`src/hw/rtl/furthest_vertex_from_plane_core_defines.svh`:
```
// Assertion helpers for the furthest vertex core
`ifndef FURTHEST_VERTEX_FROM_PLANE_CORE_DEFINES_SVH
`define FURTHEST_VERTEX_FROM_PLANE_CORE_DEFINES_SVH

// Implication checked on every clock edge outside reset
`define FVP_ASSERT(label, clk_s, rst_s, prop, msg) \
  label: assert property (@(posedge clk_s) disable iff (rst_s) (prop)) else $error(msg);

// Same, but also checked during reset
`define FVP_ASSERT_ALWAYS(label, clk_s, prop, msg) \
  label: assert property (@(posedge clk_s) (prop)) else $error(msg);

`endif

```
`src/hw/rtl/fvp_pkg.sv`:
```
package fvp_pkg;

  localparam int AddrWidth  = 10;
  localparam int Depth      = 1024;
  localparam int CoordWidth = 16;
  localparam int CountWidth = 11;
  localparam int DiffWidth  = CoordWidth + 1;
  localparam int ProdWidth  = 2 * DiffWidth;
  localparam int NormWidth  = ProdWidth + 1;
  localparam int TermWidth  = DiffWidth + NormWidth;
  localparam int DotWidth   = TermWidth + 2;
  localparam int DistWidth  = 54;
  localparam int QueueDepth = 2;
  localparam int QueuePtrW  = 1;

  localparam logic OP_LOAD  = 1'b0;
  localparam logic OP_QUERY = 1'b1;

  typedef struct packed {
    logic                           op;
    logic [AddrWidth-1:0]           load_index;
    logic signed [CoordWidth-1:0]   coord_x;
    logic signed [CoordWidth-1:0]   coord_y;
    logic signed [CoordWidth-1:0]   coord_z;
    logic [AddrWidth-1:0]           plane_a;
    logic [AddrWidth-1:0]           plane_b;
    logic [AddrWidth-1:0]           plane_c;
  } cmd_t;

  typedef struct packed {
    logic [AddrWidth-1:0] far_index;
    logic                 inverted;
    logic [DistWidth-1:0] far_distance;
  } result_t;

  // queued job from front to back
  typedef struct packed {
    logic                 op;
    logic [AddrWidth-1:0] load_index;
    logic [3*CoordWidth-1:0] vertex;
    logic [AddrWidth-1:0] plane_a;
    logic [AddrWidth-1:0] plane_b;
    logic [AddrWidth-1:0] plane_c;
    logic [CountWidth-1:0] limit;
  } job_t;

  // queue handshake status
  typedef struct packed {
    logic push;
    logic pop;
    logic full;
    logic empty;
  } qctl_t;

endpackage

```
`src/hw/rtl/fvp_front.sv`:
```
module fvp_front (
  input  logic                             clk,
  input  logic                             rst,
  input  logic                             start,
  input  fvp_pkg::cmd_t                    cmd,
  input  logic                             cfg_we,
  input  logic [fvp_pkg::CountWidth-1:0]   cfg_data,
  input  logic                             pop,
  output logic                             busy,
  output logic                             job_valid,
  output fvp_pkg::job_t                    job
);

  fvp_pkg::job_t                   q [fvp_pkg::QueueDepth];
  logic [fvp_pkg::QueuePtrW-1:0]   wr_ptr;
  logic [fvp_pkg::QueuePtrW-1:0]   rd_ptr;
  logic [fvp_pkg::QueuePtrW:0]     fill;
  logic [fvp_pkg::CountWidth-1:0]  vertex_count;
  logic [fvp_pkg::CountWidth-1:0]  limit;
  fvp_pkg::qctl_t                  ctl;

  // clamp the count to 1 .. Depth
  always_comb begin
    limit = vertex_count;
    if (vertex_count == '0) begin
      limit = fvp_pkg::CountWidth'(1);
    end else if (vertex_count > fvp_pkg::CountWidth'(fvp_pkg::Depth)) begin
      limit = fvp_pkg::CountWidth'(fvp_pkg::Depth);
    end
  end

  assign ctl.full  = (fill == (fvp_pkg::QueuePtrW+1)'(fvp_pkg::QueueDepth));
  assign ctl.empty = (fill == '0);
  assign ctl.push  = start && !busy;
  assign ctl.pop   = pop && !ctl.empty;
  assign busy      = ctl.full;
  assign job_valid = !ctl.empty;
  assign job       = q[rd_ptr];

  // config register
  always_ff @(posedge clk) begin
    if (rst) begin
      vertex_count <= fvp_pkg::CountWidth'(1);
    end else if (cfg_we) begin
      vertex_count <= cfg_data;
    end
  end

  // queue storage
  always_ff @(posedge clk) begin
    if (ctl.push) begin
      q[wr_ptr].op         <= cmd.op;
      q[wr_ptr].load_index <= cmd.load_index;
      q[wr_ptr].vertex     <= {cmd.coord_x, cmd.coord_y, cmd.coord_z};
      q[wr_ptr].plane_a    <= cmd.plane_a;
      q[wr_ptr].plane_b    <= cmd.plane_b;
      q[wr_ptr].plane_c    <= cmd.plane_c;
      q[wr_ptr].limit      <= limit;
    end
  end

  // queue pointers
  always_ff @(posedge clk) begin
    if (rst) begin
      wr_ptr <= '0;
      rd_ptr <= '0;
      fill   <= '0;
    end else begin
      if (ctl.push) wr_ptr <= wr_ptr + 1'b1;
      if (ctl.pop)  rd_ptr <= rd_ptr + 1'b1;
      case ({ctl.push, ctl.pop})
        2'b10:   fill <= fill + 1'b1;
        2'b01:   fill <= fill - 1'b1;
        default: fill <= fill;
      endcase
    end
  end

endmodule

```
`config.mk`:
```
export PLATFORM = sky130hd
export DESIGN_NAME = fvp_front
export DESIGN_NICKNAME = d
export VERILOG_FILES = /design/src/hw/rtl/furthest_vertex_from_plane_core_defines.svh /design/src/hw/rtl/fvp_pkg.sv /design/src/hw/rtl/fvp_front.sv
export SDC_FILE = /design/constraint.sdc
export NUM_CORES = 1
export LEC_CHECK = 0
export BUFFER_PORTS_ARGS = -buffer_cell sky130_fd_sc_hd__buf_2
export CAP_MARGIN = 20
export CORE_UTILIZATION = 52
export DETAILED_ROUTE_END_ITERATION = 7
export PLACE_DENSITY = 0.89
export SYNTH_ARGS = -nofsm -noshare
export SYNTH_HDL_FRONTEND = slang
export SYNTH_SLANG_ARGS = --single-unit
```
`constraint.sdc`:
```
create_clock -name clk -period 5 [get_ports clk]
set_clock_uncertainty 0.2 [all_clocks]
set_input_delay 1 -clock clk [delete_from_list [all_inputs] [get_ports clk]]
set_output_delay 1 -clock clk [all_outputs]
set_load 0.05 [all_outputs]
```
# Yosys cells after proc, flatten, opt, wreduce, memory -nomap -nowiden
# Memories as Yosys holds them, arrays and structs flattened. A register that Yosys moved wholly into a read port is not among the register bits.
# Index checks and enable logic that the tools add are counted.
# word_totals
regBits	15
mem_bits_rw	200
inputBits	105
out_inout_bits	102
wordCells	27
n_memories	1
# op_classes
add_sub_neg	4
n_lt_le_gt_ge	1
n_eq_ne	3
muxes	7
n_reduce_logical	7
# mem_list
memory	words	word_bits	read_ports	rd_ports_with_merged_regs	wr	line	text
q	2	100	1	1	1	fvp_front.sv:14	fvp_pkg::job_t q [fvp_pkg::QueueDepth];
# op_table
op	count
$mux W11	2
$gt A11 B11 Y1 const B	1
$logic_not A11 Y1	1
$eq A2 B2 Y1 const B	2
$mux W1	4
$pmux W2 S2	1
$add A1 B1 Y1 const B	2
$add A2 B1 Y2 const B	1
$eq A2 B1 Y1 const B	1
$logic_and A1 B1 Y1	2
$logic_not A1 Y1	2
$logic_not A2 Y1	1
$reduce_bool A2 Y1	1
$sub A2 B1 Y2 const B	1

# Longest topological paths before layout
# logic_depth
word_depth	5
depth_mapped	6
depth_no_buf	6

# Least setup slack after synthesis
# OpenSTA, ideal clock, no wires.
# synth_path
kind	input-to-reg
start	input port start
end	memory q[1][0] in the netlist's numbering (enable)
setup_ns	0.471
t_arrival_ns	3.366
setup_slack_ns	0.964
path_stages	1
n_path_buf	0
path_cell_list	and3_1
# synth_via
elab_chain_len	3
# synth_lines
item	line	text
start, declared	fvp_front.sv:4	input logic start,
$logic_and A1 B1 Y1	fvp_front.sv:34	assign ctl.push = start && !busy;
$mux W1	fvp_front.sv:51	if (ctl.push) begin
$mux W1 (not written as such)	fvp_front.sv:58	q[wr_ptr].limit <= limit;
end, declared	fvp_front.sv:14	
# No other way between the ends.

==> run_results.csv <==
group,metric,value,unit
synthesis,synth_compound_area_share,0.539,%
layout,post-route-util,67.8,%
clock_network,clock-sinks,216,
grt,grt_pass1_vias,4349,
drt,drt_pre_antenna_iters,7,
drt,vias,4112,
synthesis,yosysUniqueCellTypes,25,
worst_setup_path,path_cells,"buf_16, buf_4, mux2_2, buf_2",
clock_network,htree_levels,1,
timing,rsz0062_at_grt,"no",
drt,via_per_inst,5.08,
placed_design,numPortBuffers,206,
drt,wl_per_cell,17.3,µm
timing,setup_tns,0,ns
clock_network,cts_hold_buf,0,
timing,fin_crit_sh,69.8,%
timing,tightest_slew,0.626,ns
min_path,hold_path_class,"flip-flop to flip-flop",
min_path,hold_start,"wr_ptr",
worst_setup_path,critPathMaxFanout,48,
clock_network,ctsResizeCount,0,
drt,postRouteAntennaNets,0,
power_and_ir_drop,vdd_ir_drop_max,0.000451,V
grt,antenna_found_initial,0,
placed_design,dp_hpwl,9070,µm
timing,hold_viol,0,
timing,drv_slew,0,
timing,maxSlewHeadroom,58.2,%
layout,area_growth,25.9,%
power_and_ir_drop,pwr_density_cell,612,nW/µm²
clock_network,path_clk_slew,0.06,ns
synthesis,ys_ff_latch,216,
worst_setup_path,critical_path_arrival,2.29,ns
synthesis,synth_xor_area_share,0.333,%
placed_design,dpl.cell_count,767,
synthesis,synth_top_family_by_area,"multiplexers",
synthesis,seq_area_frac_synth,80.2,%
floorplanning,start_util,53.9,%
worst_setup_path,end_kind,"output port",
layout,layout_commonest_cell,"buf_2",
timing,setup-violations-final,0,
min_path,whs_path_depth,2,
synthesis,yosys.area_share.adder,0.159,%
synthesis,ys.flop_type,"edfxtp_1",
synthesis,syn_nets,495,
worst_setup_path,path_class,"flip-flop to output port",
job,maxCapViolCount,0,
synthesis,synthCells,389,
worst_setup_path,crit_path_max_incr_delay,0.67,ns
grt,track_usage,17.7,%
worst_setup_path,cp_data_required_time,3.80,ns
placed_design,globalplace.congestion,0.725,
synthesis,async_flop_share,0,%
timing,fin_crit,3.49,ns
synthesis,ys.warnings.count,0,
clock_network,clockBufferDepth,3,
floorplanning,row_count,44,
clock_network,numCtsBuffers,22,
grt,grt_overflow,0,
worst_setup_path,cp-start-kind,"flip-flop",
min_path,hold_end,"wr_ptr",
floorplanning,dieArea,15700,µm²
worst_setup_path,r2r-start,"fill[0]",
floorplanning,die_x,125,µm
outcome,outcome,"finished with violations",
grt,grt_max_degree,85,
floorplanning,io_pins,207,
drt,finalWirelength,14000,µm
worst_setup_path,reg2reg_slack,2.54,ns
placed_design,dpl_cell_area,9130,µm²
power_and_ir_drop,total_leakage_power,0.00379,µW
worst_setup_path,slowest_stage,"dfxtp_4",
layout,drive_gt1_share,56.5,%
layout,instances_no_fill,809,
synthesis,synth_simple_gate_area_share,2.13,%
synthesis,synth-edff-count,200,
grt,grt_pass1_wl,21700,µm
placed_design,dp_slack,1.77,ns
clock_network,cts_tree,"yes",
worst_setup_path,worstRegToRegCells,5,
layout,diodes,0,
drt,drt_iter0_markers,218,
timing,fmax,0.286,GHz
floorplanning,coreArea,14600,µm²
layout,num-fill-cells,981,
clock_network,post_cts_buffers,0,
clock_network,clock-root-buffer,"clkbuf_16",
layout,nets,715,
synthesis,synthMuxAreaShare,15.5,%
outcome,violations,"design-rule violations",
worst_setup_path,rr_endpoint,"q[0][10]",
timing,setup_ws,1.51,ns
drt,drc_errors,28,
synthesis,syn_area,7890,µm²
layout,mostFrequentLayoutCells,"buf_2 (206), edfxtp_1 (200), mux2_2 (100), clkbuf_16 (25)",
synthesis,avgSynthCellArea,20.3,µm²
clock_network,clk_latency,0.48,ns
layout,stdcell_area,9930,µm²
floorplanning,die_y,125,µm
[synth_stat cells, types with 2 or more instances]
cell type / instances / area share [%]
mux2i_1: 10 / 1.3
mux2_2: 100 / 14
nor2_1: 15 / 0.71
inv_1: 2 / 0.095
clkbuf_1: 4 / 0.19
edfxtp_1: 200 / 76
a21oi_1: 2 / 0.13
dfxtp_1: 16 / 4.1
or3_1: 2 / 0.16
nor2b_1: 10 / 0.79
o21ai_0: 2 / 0.13
buf_2: 12 / 0.76
xnor2_1: 2 / 0.22
[through the flow]
| stage | hold slack, ns | total power, µW |
|---|---|---|
| floorplan | 0.258 | 4050 |
| global placement | 0.275 | 4440 |
| detailed placement | 0.304 | 4500 |
| CTS | 0.324 | 6120 |
| global route | 0.355 | 6310 |
| finish | 0.323 | 6080 |
[state kept, by name, indices dropped and copies added, names as in the netlist, named ones only]
| register | cells |
|---|---|
| wr_ptr | 1 |
| rd_ptr | 1 |
| fill | 2 |
| vertex_count | 11 |
| q | 200 |
[cells by family (layout without fill, tap and decap cells)]
| logic type | count (synthesis) | in the layout |
|---|---|---|
| simple gates | 33 | 33 |
| xor+xnor | 3 | 3 |
| mux | 110 | 110 |
| flops | 216 | 216 |
| fa+ha+maj | 1 | 1 |
| buf+inv | 19 | 255 |
| compound gates | 7 | 7 |
[worst max-delay path, delay by kind of cell (launching register included)]
| family | cells | cell delay, ns |
|---|---|---|
| multiplexers | 1 | 0.35 |
| buffers and inverters | 3 | 0.76 |
| flip-flops | 1 | 0.67 |
[routing by layer]
metal | wire [µm] | GRT usage [%] | up-vias
met2 | 7290 | 31.9 | 156
met3 | 912 | 3.85 | 36
met1 | 5420 | 20.9 | 1972
met4 | 393 | 6.46 | 0
li1 | - | - | 1948
met5 | 0 | 0 | -
[power breakdown]
group          internal [µW]  switching [µW]  total, µW
sequential              2270             111       2380
combinational            593            1500       2100
clock                    992             617       1610
total                   3850            2230       6080
[worst max path at each step]
stage	depth (start not counted)	to	from	slack [ns]
floorplan	1	q[1][0]	start	0.96
global placement	3	job[24]	flip-flop	1.83
detailed placement	3	job[84]	flip-flop	1.77
CTS	3	job[24]	flip-flop	1.25
global route	4	job[24]	flip-flop	1.37
finish	4	job[24]	flip-flop	1.51
[final cells by class]
| class | instances | area (µm²) | share of cell area [%] |
|---|---|---|---|
| timing repair buffer | 212 | 1130 | 11.4 |
| sequential | 216 | 6330 | 63.7 |
| multi-input combinational | 154 | 1480 | 14.9 |
| clock buffer | 35 | 723 | 7.28 |
| tap | 184 | 230 | 2.32 |
| clock inverter | 5 | 27.5 | 0.277 |
| inverter | 3 | 13.8 | 0.139 |
No activity file was read; power rests on OpenSTA's default activity.
